File: src/rtl/assert_macros.svh
// Assertion helpers, sampled on clk and quiet while arst_n is low.
`ifndef ASSERT_MACROS_SVH
`define ASSERT_MACROS_SVH

// Property must hold at every clock edge out of reset.
`define ASSERT_CLK(label, prop, msg) \
	label: assert property (@(posedge clk) disable iff (!arst_n) (prop)) \
		else $error(msg);

// Antecedent implies consequent in the next cycle.
`define ASSERT_NEXT(label, ante, cons, msg) \
	label: assert property (@(posedge clk) disable iff (!arst_n) (ante) |=> (cons)) \
		else $error(msg);

`endif

File: src/rtl/oldm_pkg.sv
package oldm_pkg;

	localparam int DEPTH   = 16;
	localparam int IDX_W   = $clog2(DEPTH);
	localparam int CNT_W   = $clog2(DEPTH + 1);
	localparam int DATA_W  = 32;
	localparam int OP_W    = 2;
	localparam int POS_W   = 5;
	localparam int STS_W   = 2;
	localparam int COUNT_W = 5;

	typedef enum logic [OP_W-1:0] {
		OP_INSERT  = 2'd0,
		OP_DEL_AT  = 2'd1,
		OP_DEL_MIN = 2'd2,
		OP_UNUSED  = 2'd3
	} opcode_t;

	typedef enum logic [STS_W-1:0] {
		STS_OK    = 2'd0,
		STS_FULL  = 2'd1,
		STS_EMPTY = 2'd2,
		STS_RANGE = 2'd3
	} status_t;

	typedef struct packed {
		logic [OP_W-1:0]          opcode;
		logic signed [DATA_W-1:0] value;
		logic [POS_W-1:0]         position;
	} req_t;

	typedef struct packed {
		logic [STS_W-1:0]         status;
		logic signed [DATA_W-1:0] removed_value;
		logic [COUNT_W-1:0]       count;
	} rsp_t;

	typedef enum logic [2:0] {
		DPC_IDLE,
		DPC_LOAD,
		DPC_SCAN,
		DPC_PREP,
		DPC_SHIFT_DN,
		DPC_SHIFT_UP,
		DPC_RESULT
	} dp_op_t;

	typedef struct packed {
		dp_op_t op;
	} dp_cmd_t;

	typedef struct packed {
		opcode_t op;
		logic    err;
		logic    scan_done;
		logic    up_done;
		logic    dn_done;
	} dp_stat_t;

	typedef enum logic [2:0] {
		S_IDLE,
		S_DISPATCH,
		S_SCAN,
		S_PREP,
		S_SHIFT_DN,
		S_SHIFT_UP,
		S_DONE
	} ctl_state_t;

endpackage

File: src/rtl/oldm_datapath.sv
`include "assert_macros.svh"

module oldm_datapath import oldm_pkg::*; (
	input  logic     clk,
	input  logic     arst_n,
	input  dp_cmd_t  cmd,
	input  req_t     req,
	output dp_stat_t stat,
	output rsp_t     rsp
);

	logic [DATA_W-1:0]        mem [DEPTH];
	logic signed [DATA_W-1:0] rd_data_s1;
	logic [IDX_W-1:0]         rd_addr_s1;
	logic                     rd_vld_s1;

	logic [CNT_W-1:0]         cnt_q, ptr_q, end_q;
	logic [IDX_W-1:0]         best_idx_q;
	logic signed [DATA_W-1:0] best_val_q, val_q, removed_q;
	logic                     first_q;
	opcode_t                  op_q;
	status_t                  status_q;
	rsp_t                     rsp_q;

	logic                     re, we;
	logic [IDX_W-1:0]         ra, wa;
	logic [DATA_W-1:0]        wd;
	status_t                  status_d;
	opcode_t                  req_op;

	assign req_op = opcode_t'(req.opcode);

	// request checks, empty ahead of range
	always_comb begin
		status_d = STS_OK;
		unique case (req_op)
			OP_INSERT: begin
				if (32'(cnt_q) >= DEPTH) status_d = STS_FULL;
			end
			OP_DEL_AT: begin
				if (cnt_q == '0) status_d = STS_EMPTY;
				else if (req.position == '0 || 32'(req.position) > 32'(cnt_q))
					status_d = STS_RANGE;
			end
			OP_DEL_MIN: begin
				if (cnt_q == '0) status_d = STS_EMPTY;
			end
			OP_UNUSED: status_d = STS_OK;
		endcase
	end

	assign stat.op        = op_q;
	assign stat.err       = (status_q != STS_OK);
	assign stat.scan_done = (ptr_q >= end_q) && !rd_vld_s1;
	assign stat.up_done   = (ptr_q == '0) && !rd_vld_s1;
	assign stat.dn_done   = (ptr_q >= cnt_q) && !rd_vld_s1;

	// one read and one write port, moves are pipelined through rd_data_s1
	always_comb begin
		re = 1'b0;
		ra = '0;
		we = 1'b0;
		wa = '0;
		wd = rd_data_s1;
		unique case (cmd.op)
			DPC_SCAN: begin
				if (ptr_q < end_q) begin
					re = 1'b1;
					ra = ptr_q[IDX_W-1:0];
				end
			end
			DPC_SHIFT_UP: begin
				if (ptr_q != '0) begin
					re = 1'b1;
					ra = IDX_W'(ptr_q - 1'b1);
				end
				if (rd_vld_s1) begin
					we = 1'b1;
					wa = IDX_W'(rd_addr_s1 + 1'b1);
				end else if (ptr_q == '0) begin
					we = 1'b1;
					wa = '0;
					wd = val_q;
				end
			end
			DPC_SHIFT_DN: begin
				if (ptr_q < cnt_q) begin
					re = 1'b1;
					ra = ptr_q[IDX_W-1:0];
				end
				if (rd_vld_s1) begin
					we = 1'b1;
					wa = IDX_W'(rd_addr_s1 - 1'b1);
				end
			end
			DPC_IDLE, DPC_LOAD, DPC_PREP, DPC_RESULT: ;
			default: ;
		endcase
	end

	always_ff @(posedge clk) begin
		if (we) mem[wa] <= wd;
		if (re) begin
			rd_data_s1 <= mem[ra];
			rd_addr_s1 <= ra;
		end
	end

	always_ff @(posedge clk or negedge arst_n) begin
		if (!arst_n) begin
			cnt_q     <= '0;
			rd_vld_s1 <= 1'b0;
		end else begin
			rd_vld_s1 <= re;
			if (cmd.op == DPC_SHIFT_UP && stat.up_done) cnt_q <= cnt_q + 1'b1;
			if (cmd.op == DPC_SHIFT_DN && stat.dn_done) cnt_q <= cnt_q - 1'b1;
		end
	end

	always_ff @(posedge clk) begin
		unique case (cmd.op)
			DPC_LOAD: begin
				op_q      <= req_op;
				val_q     <= req.value;
				status_q  <= status_d;
				removed_q <= '0;
				first_q   <= 1'b1;
				unique case (req_op)
					OP_INSERT: ptr_q <= cnt_q;
					OP_DEL_AT: begin
						ptr_q <= CNT_W'(req.position - 1'b1);
						end_q <= CNT_W'(req.position);
					end
					OP_DEL_MIN: begin
						ptr_q <= '0;
						end_q <= cnt_q;
					end
					OP_UNUSED: ;
				endcase
			end
			DPC_SCAN: begin
				if (re) ptr_q <= ptr_q + 1'b1;
				if (rd_vld_s1 && (first_q || rd_data_s1 < best_val_q)) begin
					best_val_q <= rd_data_s1;
					best_idx_q <= rd_addr_s1;
					first_q    <= 1'b0;
				end
			end
			DPC_PREP: begin
				ptr_q     <= CNT_W'(best_idx_q) + 1'b1;
				removed_q <= best_val_q;
			end
			DPC_SHIFT_UP: begin
				if (re) ptr_q <= ptr_q - 1'b1;
			end
			DPC_SHIFT_DN: begin
				if (re) ptr_q <= ptr_q + 1'b1;
			end
			DPC_RESULT: begin
				rsp_q.status        <= status_q;
				rsp_q.removed_value <= removed_q;
				rsp_q.count         <= COUNT_W'(cnt_q);
			end
			DPC_IDLE: ;
			default: ;
		endcase
	end

	assign rsp = rsp_q;

	`ASSERT_CLK(a_cnt_bound, 32'(cnt_q) <= DEPTH, "fill count above depth")
	`ASSERT_NEXT(a_load_keeps_cnt, cmd.op == DPC_LOAD, $stable(cnt_q), "count moved on load")
	`ASSERT_CLK(a_best_held, cmd.op != DPC_PREP || CNT_W'(best_idx_q) < cnt_q,
		"victim past end of list")
	`ASSERT_CLK(a_up_in_range,
		!(cmd.op == DPC_SHIFT_UP && rd_vld_s1) || CNT_W'(rd_addr_s1) < cnt_q,
		"shift up past end of list")

endmodule

File: src/rtl/oldm_ctrl.sv
module oldm_ctrl import oldm_pkg::*; (
	input  logic     clk,
	input  logic     arst_n,
	input  logic     req_valid,
	output logic     req_ready,
	output logic     rsp_valid,
	input  logic     rsp_ready,
	input  dp_stat_t stat,
	output dp_cmd_t  cmd
);

	ctl_state_t state_q, state_d;
	logic       rsp_vld_q, rsp_vld_d;

	always_ff @(posedge clk or negedge arst_n) begin
		if (!arst_n) begin
			state_q   <= S_IDLE;
			rsp_vld_q <= 1'b0;
		end else begin
			state_q   <= state_d;
			rsp_vld_q <= rsp_vld_d;
		end
	end

	always_comb begin
		state_d   = state_q;
		cmd.op    = DPC_IDLE;
		req_ready = 1'b0;
		rsp_vld_d = rsp_vld_q && !rsp_ready;
		unique case (state_q)
			S_IDLE: begin
				req_ready = 1'b1;
				if (req_valid) begin
					cmd.op  = DPC_LOAD;
					state_d = S_DISPATCH;
				end
			end
			S_DISPATCH: begin
				priority if (stat.err || stat.op == OP_UNUSED) state_d = S_DONE;
				else if (stat.op == OP_INSERT)                state_d = S_SHIFT_UP;
				else                                          state_d = S_SCAN;
			end
			S_SCAN: begin
				cmd.op = DPC_SCAN;
				if (stat.scan_done) state_d = S_PREP;
			end
			S_PREP: begin
				cmd.op  = DPC_PREP;
				state_d = S_SHIFT_DN;
			end
			S_SHIFT_DN: begin
				cmd.op = DPC_SHIFT_DN;
				if (stat.dn_done) state_d = S_DONE;
			end
			S_SHIFT_UP: begin
				cmd.op = DPC_SHIFT_UP;
				if (stat.up_done) state_d = S_DONE;
			end
			S_DONE: begin
				if (!rsp_vld_q || rsp_ready) begin
					cmd.op    = DPC_RESULT;
					rsp_vld_d = 1'b1;
					state_d   = S_IDLE;
				end
			end
			default: state_d = S_IDLE;
		endcase
	end

	assign rsp_valid = rsp_vld_q;

endmodule

File: src/rtl/ordered_list_with_delete_min.sv
// One request at a time; a refused request or unused opcode skips the walk and goes
// straight to the result. The next request is taken while the previous result still
// waits in its output register.
// Reset (arst_n low, async): list empty, no result pending; entry memory is not cleared.
module ordered_list_with_delete_min import oldm_pkg::*; (
	input  logic clk,
	input  logic arst_n,
	input  logic req_valid,
	output logic req_ready,
	input  req_t req,
	output logic rsp_valid,
	input  logic rsp_ready,
	output rsp_t rsp
);

	// Controller sequences the walk: dispatch on opcode and checks, then
	//  - insert: shift held entries back one slot, drop value at the front
	//  - delete-at: one-entry scan at pos-1 picks the victim
	//  - delete-min: scan all held entries, first smallest wins
	//  both deletes then close the gap by moving the tail forward.
	dp_cmd_t  cmd;
	dp_stat_t stat;

	oldm_ctrl u_ctrl (
		.clk       (clk),
		.arst_n    (arst_n),
		.req_valid (req_valid),
		.req_ready (req_ready),
		.rsp_valid (rsp_valid),
		.rsp_ready (rsp_ready),
		.stat      (stat),
		.cmd       (cmd)
	);

	// Datapath owns the entry memory, fill count, walk pointer and result register.
	oldm_datapath u_dp (
		.clk    (clk),
		.arst_n (arst_n),
		.cmd    (cmd),
		.req    (req),
		.stat   (stat),
		.rsp    (rsp)
	);

endmodule

File: config.mk
export PLATFORM = sky130hd
export DESIGN_NAME = ordered_list_with_delete_min
export DESIGN_NICKNAME = d
export VERILOG_FILES = /design/src/rtl/oldm_pkg.sv /design/src/rtl/oldm_datapath.sv /design/src/rtl/oldm_ctrl.sv /design/src/rtl/ordered_list_with_delete_min.sv
export VERILOG_INCLUDE_DIRS = /design/src /design/src/rtl
export SDC_FILE = /design/constraint.sdc
export NUM_CORES = 1
export LEC_CHECK = 0
export ABC_AREA = 1
export CAP_MARGIN = 20
export CORE_MARGIN = 4
export CORE_UTILIZATION = 46
export DETAILED_ROUTE_END_ITERATION = 7
export DONT_BUFFER_PORTS = 1
export HOLD_SLACK_MARGIN = 0.15
export PLACE_DENSITY = 0.65
export SKIP_CTS_REPAIR_TIMING = 1
export SYNTH_ARGS = -nofsm -noshare
export SYNTH_HDL_FRONTEND = slang
export SYNTH_SLANG_ARGS = --single-unit
File: constraint.sdc
create_clock -name clk -period 4.14 [get_ports clk]
set_clock_uncertainty 0.1 [all_clocks]
set_input_delay 0.828 -clock clk [delete_from_list [all_inputs] [get_ports clk]]
set_output_delay 0.828 -clock clk [all_outputs]
set_load 0.01 [all_outputs]
# Yosys cells after proc, flatten, opt, wreduce, memory -nomap -nowiden

Memory sizes are Yosys's and may differ from the RTL's. A register that Yosys moved wholly into a read port is not among the register bits.
Cells that the tools add are included.
Widths: inputs -> output; s select.

Output and inout bits: 41
Word-level logic and storage cells: 140
Memories: 1
Register bits after elaboration: 168
RAM bits: 512

Memories:

| memory   | depth | bits a word | rd ports | clocked after memory_dff | write ports | line                | RTL |
|---|---|---|---|---|---|---|---|
| u_dp.mem | 16    | 32          | 1        | 1                        | 1           | oldm_datapath.sv:12 | `logic [DATA_W-1:0] mem [DEPTH];` |

Add/sub/neg operators: 8
$lt $le $gt $ge: 7
Equal/unequal tests: 25
Mux-type cells: 49
Reduce and logical (&&, ||, !) cells: 33

Operators by type and width:

| operator            | number |
|---|---|
| $mux 32             | 3 |
| $pmux 32 s2         | 1 |
| $lt 32x32->1        | 1 |
| $mux 3              | 8 |
| $pmux 3 s7          | 1 |
| $mux 4              | 5 |
| $mux 5              | 4 |
| $pmux 5 s4          | 1 |
| $eq 3x3->1 const B  | 6 |
| $pmux 3 s6          | 1 |
| $logic_not 5->1     | 3 |
| $pmux 5 s3          | 1 |
| $sub 5x1->5 const B | 3 |
| $mux 1              | 14 |
| $eq 3x2->1 const B  | 4 |
| $ne 2x1->1 const B  | 6 |
| $pmux 4 s3          | 1 |
| $add 5x1->5 const B | 2 |
| $ge 5x5->1          | 2 |
| $lt 5x5->1          | 2 |
| $pmux 5 s2          | 1 |
| $reduce_bool 2->1   | 5 |
| $pmux 2 s4          | 1 |
| $pmux 4 s2          | 1 |
| other kinds (24)    | 45 |

# Logic depth before layout (Yosys ltp)

Depth in word-level cells: 8
Depth in mapped cells: 17
Gate-level depth less buffers: 17

# Cells and area by module

From an unflattened synthesis, not the netlist that was laid out.

Cell total of the unflattened synthesis: 2898
Area total of the unflattened synthesis: 31569.0 um^2

Modules (own cells, without submodules):

| module        | instances | area an instance (um^2) | cells each | sequential area each (um^2) |
|---|---|---|---|---|
| oldm_datapath | 1         | 31177.4                 | 2832       | 21230.4 |
| oldm_ctrl     | 1         | 391.6                   | 66         | 100.1 |

# Least setup slack after synthesis

No wires, ideal clock.

Path type: flip-flop to flip-flop
From: register u_ctrl.state_q[1]
To: memory u_dp.mem[0][0], enable pin
Setup time: 0.461 ns
Cell stages (with the launch flop): 10
Data required time: 3.579 ns
Arrival: 3.325 ns
Setup slack: 0.254 ns
Period minus slack after synthesis: 3.886 ns
Path through: dfrtp_1 > inv_2 > nand2_2 > nor2_1 > buf_4 > nand3_1 > o21ai_0 > inv_1 > nand2_1 > nor3_1

Longest elaborated chain between the ends: 6

RTL lines:

| element                            | line                 | RTL |
|---|---|---|
| start: declaration                 | oldm_ctrl.sv:12      | `ctl_state_t state_q, state_d;` |
| start signal: assignment           | oldm_ctrl.sv:20      | `state_q <= state_d;` |
| $eq 3x3->1 (tied with other cells) | oldm_ctrl.sv:30      | `unique case (state_q)` |
| $pmux 3 s6 (*)                     | oldm_ctrl.sv:30      |  |
| $eq 3x3->1                         | oldm_datapath.sv:65  | `unique case (cmd.op)` |
| $pmux 1 s2                         | oldm_datapath.sv:65  |  |
| $mux 1                             | oldm_datapath.sv:102 | `if (we) mem[wa] <= wd;` |
| $mux 1 (not written as such)       | oldm_datapath.sv:102 |  |
| end: declaration                   | oldm_datapath.sv:12  |  |

Every way passes the cells marked *; elsewhere a longest branch is shown, timed or not.

# Worst setup path in the final report

From: register u_dp.ptr_q[0]
To: register u_dp.rd_data_s1[10] (read register of u_dp.mem), data pin

Longest elaborated chain between the ends: 3

RTL lines:

| element                                  | line                 | RTL |
|---|---|---|
| start: declaration                       | oldm_datapath.sv:17  | `logic [CNT_W-1:0] cnt_q, ptr_q, end_q;` |
| start signal: assignment                 | oldm_datapath.sv:129 | `OP_INSERT: ptr_q <= cnt_q;` |
| start signal: assignment                 | oldm_datapath.sv:131 | `ptr_q <= CNT_W'(req.position - 1'b1);` |
| start signal: assignment                 | oldm_datapath.sv:142 | `if (re) ptr_q <= ptr_q + 1'b1;` |
| $sub 5x1->5 (tied with other cells)      | oldm_datapath.sv:75  | `ra = IDX_W'(ptr_q - 1'b1);` |
| $mux 4 (tied with other cells)           | oldm_datapath.sv:73  | `if (ptr_q != '0) begin` |
| $pmux 4 s3 or $pmux 1 s3 (tied branches) | oldm_datapath.sv:65  |  |
| end: declaration                         | oldm_datapath.sv:13  | `logic signed [DATA_W-1:0] rd_data_s1;` |

Several ways; a longest one is shown, not always the timed one.
A chain may end at the register's enable or synchronous reset.

==> metrics <==
status=completed; final instance area=about 35,000 sq um; htree depth=3; dpl hpwl=between 40,000 and 50,000 um; WS Path Type=flop to flop; Synth Area per Inst=roughly 11 sq um; CTS buffer count=75; most frequent cells in the layout=edfxtp_1 (702), inv_1 (612), nand3_1 (593); layout cells sized above 1=0.0750; Power, Total=26.2 mW; Main synth FF type=edfxtp_1; DR vias=~20,000; Yosys top cell area share=0.668; max_cap viols=0; # nets final=2,971; endpoint type of the worst setup path=flop; drt first pass iters=6; fin util=0.519; Sum Neg Setup Slack=0 ns; Mapped Area=roughly 32,000 sq um; Core ar.=about 68,000 sq um; RSZ-0062 raised after global routing=false; internal power=16.3 mW; Final Hold Vio Count=0; DP Worst Slack=between 0.7 and 0.8 ns; combinational share of power=0.345; Port Buffers=0; global route overflow=0; relative slew slack=0.300; Clk network pwr share=0.243; register clock-pin slew on the reported worst setup and hold paths=around 0.060 ns; Buffers & Inverters on Critical Path=2; Cell Area, Placed=approximately 33,000 sq um; Top Family by Delay on Critical Path=simple AND/OR/NAND/NOR gates; flops & latches, synth=between 700 and 800; P_sw=about 10 mW; Flop pwr share=0.412; CTS tree=done; initial DRC count=between 2,000 and 2,500; ys async rst share=0.0140; crit share post-route=0.827; kind of start point of the critical path=flop; Die ar.=72,800 sq um; CTS max path bufs=3; post-route ant nets=0; achievable frequency=0.292 GHz; vias in the first global route=roughly 20,000; Cell Pwr Density=749 nW/um^2; first-pass GRT wire length=around 120,000 um; CP most frequent cell=nand3_1; leading area contributor after synthesis=edfxtp_1; slowest CP cell=nand2_8; CTS root buf=clkbuf_16; clk sinks=about 700; initial antenna violation count=2; critical path fanouts, max=84; switching part of the total=0.381; final setup fails=0; VDD IR-drop max=950 uV; die width=270 um; Post-synth EDFFs=~700; CP max stage delay=approximately 0.48 ns; die span in y=between 200 and 300 um; worst hold path type=primary input to flop; total area of sequential cells=roughly 21,000 sq um; CP arrival=around 3.7 ns; pin count of the biggest net entering global routing=around 130; multi-input gate area in the final layout=between 7000 and 8000 sq um; num rows=95; commonest non-fill, non-tap cell in the layout=edfxtp_1; drt drc=0; Lkg Pwr=roughly 15 nW; Final min period=~3.4 ns; Fillers=around 5,600; area grow syn2layout=11.1%; Yosys cell types=a little over 40; required time worst endpoint=approximately 4.4 ns; Synth Instances=about 2,900; Synth area leaders=edfxtp_1 (67%), nand3_1 (9.5%), inv_1 (7.3%), nand2_1 (5.8%), ha_1 (2.3%); Starting Density=0.467; Yosys Warn Count=0; Worst Tran Pin Value=1.04 ns; Total GRT Usage=0.208; Via density=approximately 5.4; worst skew pair latency=roughly 0.62 ns; sequential area share after synthesis=0.676; synthesized net count=around 3,000; crit path cell chain=inv_1 -> ha_1 -> nand3_1 -> nand2_1 -> a21oi_4 -> nand2_8 -> buf_4 -> nand2_1 -> nand3_1 -> nand3_1 -> nand3_1 -> nand2_1; post-layout worst setup margin=roughly 0.72 ns; I/O pin count=84; WL/cell=between 20 and 25 um; GP Congestion=a little under 0.9; Final Max Slew Viols=0; Total Wirelength=a little under 80,000 um
[area by class of cell]
type / instances / area share
diodes: 1 / 0.0000714
clock buffers: 93 / 0.0573
well taps: 873 / 0.0312
clock inverters: 37 / 0.00850
repair buffers: 55 / 0.0176
flip-flops and latches: 712 / 0.609
multi-input cells: 1405 / 0.210
inverters: 619 / 0.0663
[cells by family after synthesis]
| family | Yosys count | share of synthesized area |
|---|---|---|
| flops | 712 | 0.676 |
| fa+ha+maj | 60 | 0.0240 |
| xor+xnor | 14 | 0.00389 |
| buf+inv | 750 | 0.0967 |
| mux | 31 | 0.0111 |
| compound gates | 80 | 0.0150 |
| simple gates | 1220 | 0.173 |
[cell usage after synthesis (2+ instances only)]
library cell / n
o21a_1: 2
buf_2: 67
nor3_1: 8
a22oi_1: 2
a21oi_1: 30
o21ai_0: 25
nor2_1: 83
nand4_1: 38
nand2_2: 2
nor2_2: 2
inv_2: 6
xnor2_1: 3
mux2_2: 31
nand3_1: 596
o211ai_1: 4
buf_1: 10
xor2_1: 11
o31ai_1: 2
clkbuf_1: 26
buf_4: 16
edfxtp_1: 702
ha_1: 59
inv_1: 613
o22ai_1: 6
buf_6: 12
nand2_1: 487
dfrtp_1: 10
[worst register-to-register path: cells and delay by family (launching register included)]
kind                       cells  cell delay (ns)
DFF                            1             0.47
and+or+nand+nor                8             1.46
buffers and inverters          2             0.81
adders and majority gates      1             0.22
AOI/OAI and AO/OA              1             0.14
[sequential cells by signal, indices dropped and copies added, names as in the netlist]
register	cells
u_dp.val_q	32
u_dp.cnt_q	5
u_dp.mem	512
u_dp.ptr_q	5
u_dp.status_q	2
u_ctrl.rsp_valid	1
u_dp.rsp	39
u_dp.first_q	1
u_dp.end_q	5
u_dp.best_val_q	32
u_ctrl.state_q	3
u_dp.op_q	2
u_dp.rd_vld_s1	1
u_dp.rd_data_s1	32
u_dp.best_idx_q	4
u_dp.removed_q	32
u_dp.rd_addr_s1	4
[power by group through the flow]
stage | Combinational, mW | Clock (mW) | Sequential (mW)
final | 9.06 | 6.39 | 10.8
after detailed placement | 8.97 | 0 | 10.9
after global routing | 10.0 | 6.81 | 10.9
after CTS | 9.03 | 6.51 | 10.8
after global placement | 8.75 | 0 | 10.9
after floorplan | 6.29 | 0 | 10.6
[metal layers]
metal | up-vias | track usage | wire length, um
met5 | - | 0 | 0
met4 | 0 | 0.0750 | 2200
met3 | 151 | 0.0434 | 6650
met2 | 857 | 0.343 | 36500
met1 | 9930 | 0.274 | 31500
li1 | 9550 | - | -
[per-stage QoR]
stage          hold slack [ns]  std cells
4_1_cts                 -0.216       3793
2_1_floorplan            0.300       2867
3_5_place_dp             0.305       3663
5_1_grt                  0.180       3794
6_report                 0.201       3795
3_3_place_gp             0.302       3663
[path summary, 6_finish.rpt]
kind                                    startpoint             endpoint  slack, ns  cells past startpoint
worst max-delay path                 u_dp.ptr_q[0]  u_dp.rd_data_s1[10]       0.72                     12
worst min-delay path                       req[18]       u_dp.val_q[13]       0.20                      0
max in group asynchronous                   arst_n    u_ctrl.state_q[0]       3.04                      1
worst max register to register       u_dp.ptr_q[0]  u_dp.rd_data_s1[10]       0.72                     12
worst min register to register  u_dp.removed_q[22]         u_dp.rsp[27]       0.32                      0
min in group asynchronous                   arst_n       u_dp.rd_vld_s1       0.54                      1
(Power assumes the default switching activity.)
